[config.mk]
export PLATFORM = sky130hd
export DESIGN_NAME = idle_gap_frame_receiver
export DESIGN_NICKNAME = d
export VERILOG_FILES = /design/src/igfr_pkg.sv /design/src/idle_gap_frame_receiver.sv
export VERILOG_INCLUDE_DIRS = /design/src /design/src/src
export SDC_FILE = /design/constraint.sdc
export NUM_CORES = 1
export LEC_CHECK = 0
export BUFFER_PORTS_ARGS = -buffer_cell sky130_fd_sc_hd__buf_2
export CAP_MARGIN = 40
export CELL_PAD_IN_SITES_DETAIL_PLACEMENT = 0
export CELL_PAD_IN_SITES_GLOBAL_PLACEMENT = 1
export CORE_ASPECT_RATIO = 0.8
export CORE_MARGIN = 2
export CORE_UTILIZATION = 30
export DETAILED_ROUTE_END_ITERATION = 12
export PLACE_DENSITY = 0.59
export SLEW_MARGIN = 40
export SYNTH_ARGS = -nofsm -noshare
export SYNTH_HDL_FRONTEND = slang
export SYNTH_SLANG_ARGS = --single-unit
export TNS_END_PERCENT = 1
[constraint.sdc]
create_clock -name clk -period 2.94 [get_ports clk]
set_input_delay 0.588 -clock clk [delete_from_list [all_inputs] [get_ports clk]]
set_output_delay 0.588 -clock clk [all_outputs]
set_load 0.02 [all_outputs]
[src/idle_gap_frame_receiver_assert.svh]
// Assertion macros shared by the receiver.
`ifndef IDLE_GAP_FRAME_RECEIVER_ASSERT_SVH
`define IDLE_GAP_FRAME_RECEIVER_ASSERT_SVH

// Antecedent implies consequent in the same cycle.
`define IGFR_ASSERT_SAME(label, clk, rst_n, ante, cons) \
    label: assert property (@(posedge clk) disable iff (!rst_n) (ante) |-> (cons)) \
        else $error("same-cycle check failed");

// Antecedent implies consequent in the next cycle.
`define IGFR_ASSERT_NEXT(label, clk, rst_n, ante, cons) \
    label: assert property (@(posedge clk) disable iff (!rst_n) (ante) |=> (cons)) \
        else $error("next-cycle check failed");

`endif

[src/igfr_pkg.sv]
package igfr_pkg;

    localparam int DEPTH_DEFAULT = 16;
    localparam logic [7:0] IDLE_TICKS_RESET = 8'd10;
    localparam logic [7:0] IDLE_MAX = 8'hFF;
    localparam int LEN_W = 5;

    typedef enum logic [1:0]
    {
        REQ_BYTE = 2'd0,
        REQ_TICK = 2'd1,
        REQ_READ = 2'd2
    } req_t;

    typedef enum logic
    {
        ST_IDLE   = 1'b0,
        ST_STREAM = 1'b1
    } state_t;

endpackage

[src/idle_gap_frame_receiver.sv]
// Idle-gap frame receiver. Received bytes (req_type 0) are written into a
// DEPTH-entry synchronous frame store; timer ticks (req_type 1) advance an
// idle counter that saturates at 255, and a byte clears it. Once the counter
// reaches the idle_ticks register with at least one byte held, the frame is
// complete. A read (req_type 2) of a complete frame of n bytes returns n
// items in order, each with frame_ready set, the length and the overflow
// flag, the final one marked by last, and empties the buffer; a read with no
// complete frame returns one item with frame_ready low and last high.
// Bytes beyond DEPTH are dropped and reported through overflowed. Byte, tick
// and unused-code items complete when accepted. A read of a frame streams its
// bytes at one per cycle while out_ready is high, through the store's single
// read port; the first result passes through the state register, the store's
// read register and the output register. No new item is accepted until the
// last result of the read has been taken. The store is never cleared, since a
// read only returns entries written into the current frame. idle_ticks may be
// written at any time the block is idle through cfg_we and cfg_wdata.
module idle_gap_frame_receiver #(
    parameter int DEPTH = igfr_pkg::DEPTH_DEFAULT
) (
    input  logic       clk,
    input  logic       rst_n,

    input  logic       cfg_we,
    input  logic [7:0] cfg_wdata,

    input  logic       in_valid,
    output logic       in_ready,
    input  logic [1:0] req_type,
    input  logic [7:0] rx_byte,

    output logic       out_valid,
    input  logic       out_ready,
    output logic       frame_ready,
    output logic [7:0] data,
    output logic       last,
    output logic [4:0] length,
    output logic       overflowed
);

    `include "idle_gap_frame_receiver_assert.svh"

    // Address width of the store and width of a count that can hold DEPTH.
    localparam int AW = $clog2(DEPTH);
    localparam int CW = $clog2(DEPTH + 1);

    igfr_pkg::state_t state_reg, state_next;

    logic [7:0]    idle_ticks_reg;
    logic [CW-1:0] fill_count_reg, fill_count_next;
    logic [7:0]    idle_counter_reg, idle_counter_next;
    logic          frame_done_reg, frame_done_next;
    logic          drop_flag_reg, drop_flag_next;

    // Frame being streamed: its length, overflow flag and read position.
    logic [CW-1:0] len_reg, len_next;
    logic          ovf_reg, ovf_next;
    logic [CW-1:0] issue_cnt_reg, issue_cnt_next;

    // The store's read register holds a fetched byte until the output takes it.
    logic          pend_reg, pend_next;
    logic          pend_last_reg, pend_last_next;
    logic [7:0]    rd_data_reg;

    logic          out_valid_reg, out_valid_next;
    logic          out_frame_ready_reg;
    logic [7:0]    out_data_reg;
    logic          out_last_reg;
    logic [4:0]    out_length_reg;
    logic          out_overflowed_reg;

    logic [7:0]    frame_store_mem [DEPTH];

    logic          accept;
    logic          start;
    logic          nack;
    logic          wr_en;
    logic          issue;
    logic          move;
    logic          out_free;
    logic [7:0]    idle_inc;
    logic [CW+4:0] len_ext;

    igfr_pkg::req_t req;

    assign req      = igfr_pkg::req_t'(req_type);
    assign accept   = in_valid && in_ready;
    assign out_free = !out_valid_reg || out_ready;
    assign move     = pend_reg && out_free;
    assign len_ext  = {5'b0, len_reg};
    assign idle_inc = (idle_counter_reg != igfr_pkg::IDLE_MAX) ?
                      idle_counter_reg + 8'd1 : idle_counter_reg;

    // Next state.
    always_comb
    begin
        state_next = state_reg;
        unique case (state_reg)
            igfr_pkg::ST_IDLE:
            begin
                if (start)
                begin
                    state_next = igfr_pkg::ST_STREAM;
                end
            end
            igfr_pkg::ST_STREAM:
            begin
                if (move && pend_last_reg)
                begin
                    state_next = igfr_pkg::ST_IDLE;
                end
            end
            default:
            begin
                state_next = igfr_pkg::ST_IDLE;
            end
        endcase
    end

    // State machine outputs: input handshake and store read issue.
    always_comb
    begin
        in_ready = 1'b0;
        issue    = 1'b0;
        unique case (state_reg)
            igfr_pkg::ST_IDLE:
            begin
                in_ready = out_free;
            end
            igfr_pkg::ST_STREAM:
            begin
                issue = (issue_cnt_reg < len_reg) && (!pend_reg || move);
            end
            default:
            begin
                in_ready = 1'b0;
            end
        endcase
    end

    // Item decode and frame bookkeeping.
    always_comb
    begin
        fill_count_next   = fill_count_reg;
        idle_counter_next = idle_counter_reg;
        frame_done_next   = frame_done_reg;
        drop_flag_next    = drop_flag_reg;
        len_next          = len_reg;
        ovf_next          = ovf_reg;
        issue_cnt_next    = issue_cnt_reg;
        start             = 1'b0;
        nack              = 1'b0;
        wr_en             = 1'b0;

        if (accept)
        begin
            unique case (req)
                igfr_pkg::REQ_BYTE:
                begin
                    if (fill_count_reg < CW'(DEPTH))
                    begin
                        wr_en           = 1'b1;
                        fill_count_next = fill_count_reg + CW'(1);
                    end
                    else
                    begin
                        drop_flag_next = 1'b1;
                    end
                    idle_counter_next = 8'd0;
                end
                igfr_pkg::REQ_TICK:
                begin
                    idle_counter_next = idle_inc;
                    if ((fill_count_reg != '0) && (idle_inc >= idle_ticks_reg))
                    begin
                        frame_done_next = 1'b1;
                    end
                end
                igfr_pkg::REQ_READ:
                begin
                    if (frame_done_reg && (fill_count_reg != '0))
                    begin
                        start           = 1'b1;
                        len_next        = fill_count_reg;
                        ovf_next        = drop_flag_reg;
                        issue_cnt_next  = '0;
                        fill_count_next = '0;
                        frame_done_next = 1'b0;
                        drop_flag_next  = 1'b0;
                    end
                    else
                    begin
                        nack = 1'b1;
                    end
                end
                default:
                begin
                end
            endcase
        end

        if (issue)
        begin
            issue_cnt_next = issue_cnt_reg + CW'(1);
        end
    end

    // Read register tracking and output register occupancy.
    always_comb
    begin
        pend_next      = pend_reg;
        pend_last_next = pend_last_reg;
        out_valid_next = out_valid_reg && !out_ready;
        if (issue)
        begin
            pend_next      = 1'b1;
            pend_last_next = (issue_cnt_reg + CW'(1)) == len_reg;
        end
        else if (move)
        begin
            pend_next = 1'b0;
        end
        if (move || nack)
        begin
            out_valid_next = 1'b1;
        end
    end

    always_ff @(posedge clk or negedge rst_n)
    begin
        if (!rst_n)
        begin
            state_reg        <= igfr_pkg::ST_IDLE;
            idle_ticks_reg   <= igfr_pkg::IDLE_TICKS_RESET;
            fill_count_reg   <= '0;
            idle_counter_reg <= 8'd0;
            frame_done_reg   <= 1'b0;
            drop_flag_reg    <= 1'b0;
            len_reg          <= '0;
            ovf_reg          <= 1'b0;
            issue_cnt_reg    <= '0;
            pend_reg         <= 1'b0;
            pend_last_reg    <= 1'b0;
            out_valid_reg    <= 1'b0;
        end
        else
        begin
            state_reg        <= state_next;
            if (cfg_we)
            begin
                idle_ticks_reg <= cfg_wdata;
            end
            fill_count_reg   <= fill_count_next;
            idle_counter_reg <= idle_counter_next;
            frame_done_reg   <= frame_done_next;
            drop_flag_reg    <= drop_flag_next;
            len_reg          <= len_next;
            ovf_reg          <= ovf_next;
            issue_cnt_reg    <= issue_cnt_next;
            pend_reg         <= pend_next;
            pend_last_reg    <= pend_last_next;
            out_valid_reg    <= out_valid_next;
        end
    end

    // Frame store: one write port at the fill position, one registered read port.
    always_ff @(posedge clk)
    begin
        if (wr_en)
        begin
            frame_store_mem[fill_count_reg[AW-1:0]] <= rx_byte;
        end
        if (issue)
        begin
            rd_data_reg <= frame_store_mem[issue_cnt_reg[AW-1:0]];
        end
    end

    // Output payload: a streamed byte, or the nothing-ready item.
    always_ff @(posedge clk)
    begin
        if (move)
        begin
            out_frame_ready_reg <= 1'b1;
            out_data_reg        <= rd_data_reg;
            out_last_reg        <= pend_last_reg;
            out_length_reg      <= len_ext[4:0];
            out_overflowed_reg  <= ovf_reg;
        end
        else if (nack)
        begin
            out_frame_ready_reg <= 1'b0;
            out_data_reg        <= 8'd0;
            out_last_reg        <= 1'b1;
            out_length_reg      <= 5'd0;
            out_overflowed_reg  <= 1'b0;
        end
    end

    assign out_valid   = out_valid_reg;
    assign frame_ready = out_frame_ready_reg;
    assign data        = out_data_reg;
    assign last        = out_last_reg;
    assign length      = out_length_reg;
    assign overflowed  = out_overflowed_reg;

    // A completed frame always holds at least one byte.
    `IGFR_ASSERT_SAME(a_done_has_bytes, clk, rst_n, frame_done_reg, fill_count_reg != '0)
    // Reads never run past the latched frame length.
    `IGFR_ASSERT_SAME(a_issue_in_range, clk, rst_n, issue, issue_cnt_reg < len_reg)
    // No byte can enter the buffer while a frame is streaming out.
    `IGFR_ASSERT_SAME(a_stream_no_fill, clk, rst_n, state_reg == igfr_pkg::ST_STREAM, !wr_en)
    // Handing over the final byte returns the block to idle.
    `IGFR_ASSERT_NEXT(a_last_ends_stream, clk, rst_n, move && pend_last_reg,
                      state_reg == igfr_pkg::ST_IDLE && !pend_reg)

endmodule
==> results of run 1 <==
==> per-layer routing <==
| metal | vias up | share of wire, % | routed length [um] |
|---|---|---|---|
| met5 | - | 0 | 0 |
| met4 | 0 | 0.84 | 137 |
| met3 | 8 | 3.7 | 598 |
| met1 | 2200 | 51 | 8209 |
| met2 | 83 | 45 | 7282 |
| li1 | 1983 | - | - |
==> worst paths after layout <==
check                                          from                 to  slack [ps]  cells after the start
worst max-delay path            idle_counter_reg[0]     frame_done_reg         260                     10
worst min-delay path                          rst_n  idle_ticks_reg[0]         120                      1
worst max register to register  idle_counter_reg[0]     frame_done_reg         260                     10
worst min register to register          frame_ready        frame_ready         460                      2
max in group asynchronous                     rst_n   issue_cnt_reg[0]        2420                      1
min in group clk                       cfg_wdata[1]  idle_ticks_reg[1]         370                      3
==> cells in the final DEF (no fill, tap or decap), drive strengths merged, types with 3 or more instances in the layout <==
cell,n
a31oi,3
clkbuf,17
mux2,5
xor2,3
mux4,40
nand2,34
buf,47
nand3,12
inv,23
xnor2,7
and3,22
clkinv,6
o21ai,21
dfrtp,36
nor3,9
edfxtp,151
a22o,3
nor3b,3
a211o,3
nand2b,3
a21o,6
nor2,18
and2,14
ha,19
a21oi,6
==> power by group through the flow <==
stage / Combinational [uW] / Clock (uW) / Sequential, uW
final: 873 / 2240 / 3140
after global placement: 879 / 0 / 3200
after global routing: 954 / 2420 / 3160
after CTS: 887 / 2290 / 3140
after detailed placement: 883 / 0 / 3200
after floorplan: 674 / 0 / 3150
==> final cells by class <==
class / instances / area, um2
sequential: 190 / 5509
clock inverter: 13 / 153.9
inverter: 18 / 67.56
clock buffer: 17 / 425.4
multi-input combinational: 254 / 2396
tap: 357 / 446.7
timing repair buffer: 47 / 267.8
fill: 2478 / 17190
==> cell families (layout without fill, tap and decap cells) <==
kind of cell / after synthesis / after routing
xor gates and xnor gates: 10 / 10
buffers and inverters: 37 / 95
and+or+nand+nor: 126 / 126
AOI/OAI and AO/OA: 53 / 53
muxes: 46 / 46
DFF: 190 / 190
adders and majority gates: 19 / 19
==> per-stage QoR <==
| stage | worst slack (ps) | cells | hold WS [ps] | cell area, um2 | util [%] |
|---|---|---|---|---|---|
| 2_1_floorplan | 532.4 | 481 | 292.4 | 8118 | - |
| 3_3_place_gp | 322.6 | 866 | 431.7 | 8685 | 32.82 |
| 3_5_place_dp | 309.0 | 866 | 452.9 | 8687 | 32.83 |
| 4_1_cts | 278.1 | 896 | 132.6 | 9266 | 35.02 |
| 5_1_grt | 74.93 | 896 | 144.5 | 9266 | 35.02 |
| 6_report | 261.4 | 896 | 122.5 | 9266 | 35.02 |
==> critical path: stages, from the launching register on <==
cell       delay (ps)
dfrtp_1           450
ha_1              280
and3_1            260
nand3_1           170
xnor2_1           200
ha_1              250
nand2b_1          140
a21o_1            170
a2111oi_0         390
o31a_1            200
nor3_1             60
==> results.md, run 1 <==
- Outcome: completed
- Final GP Congestion: 0.7537
- Die X-Extent: 187.9 um
- WP data arrival: 2990 ps
- First-pass GRT wire length: 25.33 mm
- Largest net degree at the start of global routing: 39
- Clk_lat worst skew: 430 ps
- Synthesized cell area: 8118 um2
- GRT Total Usage: 12.05%
- Via count: 4274
- Antenna violations before repair: 0
- Htree depth: 4
- Remaining Overflow, GRT: 0
- WS Path Type: reg2reg
- Sequential element share of the synthesized area: 67.85%
- Final setup fails: 0
- Switching share of power: 26.00%
- 1st-iter DRT viols: 415
- Main synth FF type: edfxtp_1
- Clock sinks: 190
- Die area: 28400 um2
- Crit Path Max Fanout: 6
- NetSw: 1627 uW
- Pre-antenna DRT Iters: 5
- CTS clk-pin slew, worst paths: 80 ps
- Worst-case clock skew: 10.86 ps
- Hold WC Path Type: in2async
- Clock share of power: 35.8%
- Post-synthesis simple-gate area fraction: 8.277%
- Root buf cell: clkbuf_16
- Pwr Density: 675.5 nW/um2
- Top post-synthesis cells by count: edfxtp_1 (151), dfrtp_1 (36), nand2_1 (33), and3_1 (22)
- Max clock buf depth: 2
- Post-Synth Adder-Cell Area: 2.928%
- Compound-Gate Fraction of Synth Area: 4.393%
- Final Critical Period: 2679 ps
- Post-synthesis instance total: 481
- Wirelength, routed: 16.23 mm
- Slew @ Worst Pin: 570.4 ps
- Max_slew headroom: 61.76%
- Synthesized Nets: 523
- Fin. max-slew vios: 0
- Combinational fraction of design power: 14.0%
- Clock buffer count from CTS: 17
- DRT antenna net count: 0
- Tcrit/Tclk final: 91.11%
- Synth Area in XOR/XNOR: 1.079%
- Largest cells by area after synthesis: edfxtp_1 (56%), dfrtp_1 (11%), mux4_1 (6.5%), mux4_2 (5.5%), ha_1 (2.9%)
- Synth top area share: 55.86%
- Hold Buf Count CTS: 0
- Resized Gates After CTS: 0
- Leakage power: 0.003409 uW
- Worst Path Required: 3260 ps
- Maxcap violations: 0
- Setup Buffers After CTS: 0
- Distinct cells, synth: 53
- Crit end category: flip-flop
- CTS tree: done
- # rows: 53
- Total power: 6260 uW
- Seq pwr share: 50.2%
- # diodes: 0
- DR vias/cell: 4.770
- Max FFs per register: 128
- Vias in the first global route: 4287
- TNS Setup: 0 ps
- Fin. Hold Viols: 0
- Syn_area_per_cell: 16.88 um2
- IO buf count: 40
- Post-synth top area cell: edfxtp_1
- FMAX: 373.3 MHz
- Multiplexer area fraction after synthesis: 12.84%
- Layout Nets: 570
- IO Pins: 41
- Area delta synth->final: 14.15%
- Most frequent cell after synthesis: edfxtp_1
- RSZ-0062 raised after global routing: false
- Crit path launch type: flip-flop
- Number of synthesized flops with an enable pin: 151
- Main combinational cell family by area after synthesis: multiplexers
- Drt drc: 0
- Initial Utilization: 30.68%
- GR Layer Usage met2: 18.02%
- Flops & latches, synth: 190
- Max IR drop VDD: 0.0003503 V
- Die Ht: 151.1 um
- YS warnings: 0
- GR Util met1: 17.47%
- Post-synthesis async set-or-reset flop share: 20.00%
- Area of the core: 26460 um2
- Met3 GRT Util: 2.665%
- Grt peak-use layer: met2
- Wirelength per Cell: 18.11 um
- DPL Wire Length: 11.19 mm
- Fraction of layout cells with a size suffix above 1: 20.22%
- Cell-internal power: 4633 uW
No activity file was read; power rests on OpenSTA's default activity.
==> run 2, diff against run 1 <==
Settings changed: PLACE_DENSITY 0.59 to 0.49.
==> run 2 against run 1 <==
Against the previous run:
- global-route usage increased by 0.91 points
- first-iteration DRC count fell by 22%
- routed wire length up 6.2%
- clock power barely moved
- combinational power is 4.7% higher
- sequential cell count did not move
- design area increased by 0.54%
- clock skew rose by 4.1 ps
- critical endpoint unchanged
==> results.md, run 2 (synthesis results as in run 1) <==
- Clock sinks: 190 (unchanged)
- Max clock buf depth: 2 (unchanged)
- Die Ht: 151.1 um (unchanged)
- R2R depth: 10 (unchanged)
- Final setup fails: 0 (unchanged)
- Maxcap violations: 0 (unchanged)
- Final worst slack: 240.7 ps (was 261.4 ps)
- Fraction of layout cells with a size suffix above 1: 21.21% (was 20.22%)
- Worst Path Required: 3260 ps (about the same)
- FF-to-FF setup slack: 240 ps (was 260 ps)
- Pre-antenna DRT Iters: 4 (was 5)
- Fin. max-slew vios: 0 (unchanged)
- Total power: 6252 uW (was 6260 uW)
- Wirelength, routed: 17.23 mm (was 16.23 mm)
- Hold WC Path Type: in2async (unchanged)
- Via count: 4249 (was 4274)
- Remaining Overflow, GRT: 0 (unchanged)
- Tcrit/Tclk final: 91.81% (was 91.11%)
- Die X-Extent: 187.9 um (unchanged)
- Reg-to-reg critical path startpoint: idle_counter_reg[0] (unchanged)
- DPL Wire Length: 11.53 mm (was 11.19 mm)
- Setup Buffers After CTS: 0 (unchanged)
- Final GP Congestion: 0.7386 (was 0.7537)
- Placed cell area: 8742 um2 (was 8687 um2)
- # fillers: 2503 (was 2478)
- Slowest CP cell: dfrtp_1 (unchanged)
- Max_slew headroom: 56.43% (was 61.76%)
- Crit Path Max Fanout: 6 (unchanged)
- Resized Gates After CTS: 0 (unchanged)
- # diodes: 0 (unchanged)
- CTS clk-pin slew, worst paths: 80 ps (about the same)
- Clk_lat worst skew: 430 ps (about the same)
- Area of the core: 26460 um2 (unchanged)
- Drt drc: 0 (unchanged)
- CP dominant cell by count: ha_1 (unchanged)
- GRT Total Usage: 12.96% (was 12.05%)
- Crit path launch type: flip-flop (unchanged)
- Area delta synth->final: 14.77% (was 14.15%)
- WP data arrival: 3020 ps (was 2990 ps)
- DRT antenna net count: 0 (unchanged)
- WS Path Type: reg2reg (unchanged)
- Slew @ Worst Pin: 653.6 ps (was 570.4 ps)
- Most frequent cells in the layout: edfxtp_1 (151), buf_2 (39), dfrtp_1 (35) (unchanged)
- FMAX: 370.5 MHz (was 373.3 MHz)
- Pwr Density: 671.1 nW/um2 (was 675.5 nW/um2)
- Root buf cell: clkbuf_16 (unchanged)
- Max FFs per register: 128 (unchanged)
- Htree depth: 4 (unchanged)
- 1st-iter DRT viols: 323 (was 415)
- IO Pins: 41 (unchanged)
- TNS Setup: 0 ps (unchanged)
- CTS tree: done (unchanged)
- Layout Nets: 576 (was 570)
- Vias in the first global route: 4335 (was 4287)
- IO buf count: 40 (unchanged)
- Hold Buf Count CTS: 0 (unchanged)
- Clock buffer count from CTS: 17 (unchanged)
- Wirelength per Cell: 19.06 um (was 18.11 um)
- Final Critical Period: 2699 ps (was 2679 ps)
- Leading cell type in the layout, fill and taps excluded: edfxtp_1 (unchanged)
- Hold WS: 90.64 ps (was 122.5 ps)
- Crit path launch: idle_counter_reg[0] (unchanged)
- Outcome: completed (unchanged)
- Initial Utilization: 30.68% (unchanged)
- CP Capture Point: frame_done_reg (unchanged)
- Crit path cell chain: ha_1 > and3_1 > nand3_1 > xnor2_1 > ha_1 > nand2b_1 > a21o_1 > a2111oi_1 > o31a_1 > nor3_1 (was ha_1 > and3_1 > nand3_1 > xnor2_1 > ha_1 > nand2b_1 > a21o_1 > a2111oi_0 > o31a_1 > nor3_1)
- Post-place setup slack: 259.7 ps (was 309.0 ps)
- DR vias/cell: 4.700 (was 4.770)
- Leakage power: 0.003434 uW (was 0.003409 uW)
- Antenna violations before repair: 0 (unchanged)
- # rows: 53 (unchanged)
- Crit end category: flip-flop (unchanged)
- Die area: 28400 um2 (unchanged)
- First-pass GRT wire length: 26.72 mm (was 25.33 mm)
- Largest net degree at the start of global routing: 37 (was 39)
- Max IR drop VDD: 0.0004057 V (was 0.0003503 V)
- Final instance area: 9316 um2 (was 9266 um2)
- RSZ-0062 raised after global routing: false (unchanged)
- Worst-case clock skew: 14.95 ps (was 10.86 ps)
- Fin. Hold Viols: 0 (unchanged)
- CP peak stage delay: 450 ps (about the same)
- Reg-to-reg endpoint: frame_done_reg (unchanged)
[run 2: worst max-delay path, delay by kind of cell, from the launching register on]
family	cells	cell delay [ps]
flip-flops	1	450
adder cells (fa/ha/maj)	2	550
AND/OR/NAND/NOR	4	630
XOR/XNOR	1	160
AO/OA/AOI/OAI	3	800
[run 2: how the worst min path moves through the flow]
stage	start	to	slack, ps	cells past startpoint
3_3_place_gp	frame_ready	frame_ready	430	2
3_5_place_dp	frame_ready	frame_ready	450	2
2_1_floorplan	rst_n	drop_flag_reg	290	0
6_report	rst_n	idle_ticks_reg[0]	90	1
4_1_cts	rst_n	idle_ticks_reg[0]	240	1
5_1_grt	rst_n	idle_ticks_reg[0]	100	1
[run 2: cell type report]
type,count,area (um2),share of cell area [%]
sequential,190,5509,59.13
multi-input combinational,254,2397,25.73
tap,357,446.7,4.795
clock buffer,18,429.2,4.607
timing repair buffer,53,325.3,3.492
clock inverter,14,141.4,1.518
inverter,18,67.56,0.7252
[run 2: stage by stage]
stage               utilization (%)  std cells
floorplan                         -        481
global placement              33.04        872
detailed placement            33.04        872
CTS                           35.20        904
global route                  35.21        904
finish                        35.21        904
[run 2: where the power goes]
part	switching (uW)	internal, uW	leakage, uW
clock	1090	1130	0.000270
sequential	96.2	3030	0.00184
combinational	489	424	0.00132
[run 2: routing by layer]
metal,share of wire [%],routed length [um],vias up,global-route usage [%]
met5,0,0,-,0
met4,0.57,98,0,3.071
met3,4.6,797,5,3.499
met2,45,7720,71,19.81
met1,50,8613,2180,18.45
li1,-,-,1993,-
==> run 3, diff against run 2 <==
Settings changed: CORE_UTILIZATION 30 to 39, PLACE_DENSITY 0.49 to 0.61.
==> run 3 against run 2 <==
Against the previous run:
- count of clock-buffer cells in the layout fell by 1
- setup slack improved by 48 ps
- design area fell by 0.71%
- die area decreased by 23%
- critical path depth is the same
- clock power up 10%
- final cell count decreased by 10%
- sequential cell count is the same
- non-clock buffer count fell by 3
- critical path type unchanged
- largest cell class unchanged
==> results.md, run 3 (synthesis results as in run 1) <==
- CP dominant cell by count: ha_1 (unchanged)
- Wirelength per Cell: 19.77 um (was 19.06 um)
- Tcrit/Tclk final: 90.18% (was 91.81%)
- Crit end category: flip-flop (unchanged)
- Maxcap violations: 0 (unchanged)
- Combinational fraction of design power: 13.7% (was 14.6%)
- Max IR drop VDD: 0.0003915 V (was 0.0004057 V)
- Initial Utilization: 39.44% (was 30.68%)
- Vias in the first global route: 4280 (was 4335)
- Leading cell type in the layout, fill and taps excluded: edfxtp_1 (unchanged)
- Post-place setup slack: 312.6 ps (was 259.7 ps)
- Die area: 21990 um2 (was 28400 um2)
- Clock share of power: 37.8% (was 35.4%)
- Outcome: completed (unchanged)
- Switching share of power: 24.59% (was 26.73%)
- # diodes: 0 (unchanged)
- Area delta synth->final: 13.95% (was 14.77%)
- Final core occ: 44.94% (was 35.21%)
- Worst Path Required: 3260 ps (about the same)
- Largest net degree at the start of global routing: 37 (unchanged)
- Die Ht: 133.0 um (was 151.1 um)
- Drt drc: 0 (unchanged)
- Via count: 4282 (was 4249)
- Max clock buf depth: 2 (unchanged)
- Area of the core: 20580 um2 (was 26460 um2)
- IO Pins: 41 (unchanged)
- DRT antenna net count: 0 (unchanged)
- Worst-case clock skew: 10.71 ps (was 14.95 ps)
- Hold WS: 95.02 ps (was 90.64 ps)
- DPL Wire Length: 11.06 mm (was 11.53 mm)
- Fin. Hold Viols: 0 (unchanged)
- Die X-Extent: 165.3 um (was 187.9 um)
- Most frequent cells in the layout: edfxtp_1 (151), buf_2 (39), dfrtp_1 (35) (unchanged)
- CTS tree: done (unchanged)
- Pre-antenna DRT Iters: 4 (unchanged)
- RSZ-0062 raised after global routing: false (unchanged)
- Hold Buf Count CTS: 0 (unchanged)
- Hold WC Path Type: in2async (unchanged)
- Slew @ Worst Pin: 603.6 ps (was 653.6 ps)
- Post-route insts no fill: 813 (was 904)
- Max_slew headroom: 59.67% (was 56.43%)
- Clock sinks: 190 (unchanged)
- Resized Gates After CTS: 0 (unchanged)
- Final worst slack: 288.7 ps (was 240.7 ps)
- FMAX: 377.2 MHz (was 370.5 MHz)
- Final GP Congestion: 0.8270 (was 0.7386)
- Max FFs per register: 128 (unchanged)
- Remaining Overflow, GRT: 0 (unchanged)
- Cell-internal power: 4885 uW (was 4581 uW)
- 1st-iter DRT viols: 308 (was 323)
- Fin. max-slew vios: 0 (unchanged)
- Setup Buffers After CTS: 0 (unchanged)
- Wirelength, routed: 16.08 mm (was 17.23 mm)
- WP data arrival: 2970 ps (was 3020 ps)
- Crit path launch type: flip-flop (unchanged)
- CTS clk-pin slew, worst paths: 70 ps (was 80 ps)
- Antenna violations before repair: 0 (unchanged)
- Final setup fails: 0 (unchanged)
- NetSw: 1593 uW (was 1671 uW)
- Layout Nets: 573 (was 576)
- Slowest CP cell: dfrtp_1 (unchanged)
- CP peak stage delay: 440 ps (was 450 ps)
- GRT Total Usage: 15.63% (was 12.96%)
- Root buf cell: clkbuf_16 (unchanged)
- Crit path cell chain: ha_1 > and3_1 > nand3_1 > xnor2_1 > ha_1 > nand2b_1 > a21o_1 > a2111oi_0 > o31a_1 > nor3_1 (was ha_1 > and3_1 > nand3_1 > xnor2_1 > ha_1 > nand2b_1 > a21o_1 > a2111oi_1 > o31a_1 > nor3_1)
- TNS Setup: 0 ps (unchanged)
- R2R depth: 10 (unchanged)
- Leakage power: 0.003450 uW (was 0.003434 uW)
- FF-to-FF setup slack: 290 ps (was 240 ps)
- Final Critical Period: 2651 ps (was 2699 ps)
- Cell count after placement: 781 (was 872)
- Pwr Density: 700.3 nW/um2 (was 671.1 nW/um2)
- WS Path Type: reg2reg (unchanged)
- Clock buffer count from CTS: 17 (unchanged)
- Seq pwr share: 48.5% (was 49.9%)
- First-pass GRT wire length: 25.25 mm (was 26.72 mm)
- Crit Path Max Fanout: 6 (unchanged)
- Reg-to-reg endpoint: frame_done_reg (unchanged)
- Htree depth: 4 (unchanged)
- Clk_lat worst skew: 430 ps (about the same)
- DR vias/cell: 5.267 (was 4.700)
- IO buf count: 40 (unchanged)
- Fraction of layout cells with a size suffix above 1: 20.96% (was 21.21%)
- # rows: 47 (was 53)
- Reg-to-reg critical path startpoint: idle_counter_reg[0] (unchanged)
[run 3: power by group through the flow]
stage          clock network [uW]  logic, uW  registers [uW]
2_1_floorplan                   0        674            3150
3_3_place_gp                    0        886            3200
3_5_place_dp                    0        896            3210
4_1_cts                      2490        900            3150
5_1_grt                      2600        978            3160
6_report                     2450        889            3140
[run 3: final cells by class]
type / instances / area (um2)
clock inverters: 15 / 212.7
well taps: 269 / 336.6
inverters: 18 / 67.56
flip-flops and latches: 190 / 5509
multi-input cells: 254 / 2396
clock buffers: 17 / 425.4
fillers: 1807 / 11330
repair buffers: 50 / 302.8
[run 3: worst max-delay path by stage]
stage	from	end	slack (ps)	cells past startpoint
after floorplan	idle_counter_reg[0]	frame_done_reg	530	10
after global placement	idle_counter_reg[0]	frame_done_reg	350	10
after detailed placement	idle_counter_reg[0]	frame_done_reg	310	10
after CTS	idle_counter_reg[0]	frame_done_reg	290	10
after global routing	idle_counter_reg[0]	frame_done_reg	30	10
final	idle_counter_reg[0]	frame_done_reg	290	10
[run 3: critical path, delay by kind of cell, from the launching register on]
kind	cells	cell delay (ps)
flip-flops	1	440
XOR/XNOR	1	160
adder cells (fa/ha/maj)	2	550
AO/OA/AOI/OAI	3	740
AND/OR/NAND/NOR	4	650
[run 3: metal layers]
| layer | GRT usage (%) | vias to the layer above | wire length, um |
|---|---|---|---|
| li1 | - | 1985 | - |
| met3 | 3.605 | 19 | 609 |
| met4 | 4.454 | 0 | 233 |
| met2 | 22.92 | 87 | 7118 |
| met1 | 23.42 | 2191 | 8114 |
| met5 | 0 | - | 0 |
[run 3: per-stage QoR]
step	instance area [um2]	power (uW)
2_1_floorplan	8118	3828
3_3_place_gp	8610	4086
3_5_place_dp	8610	4101
4_1_cts	9248	6540
5_1_grt	9250	6740
6_report	9250	6478
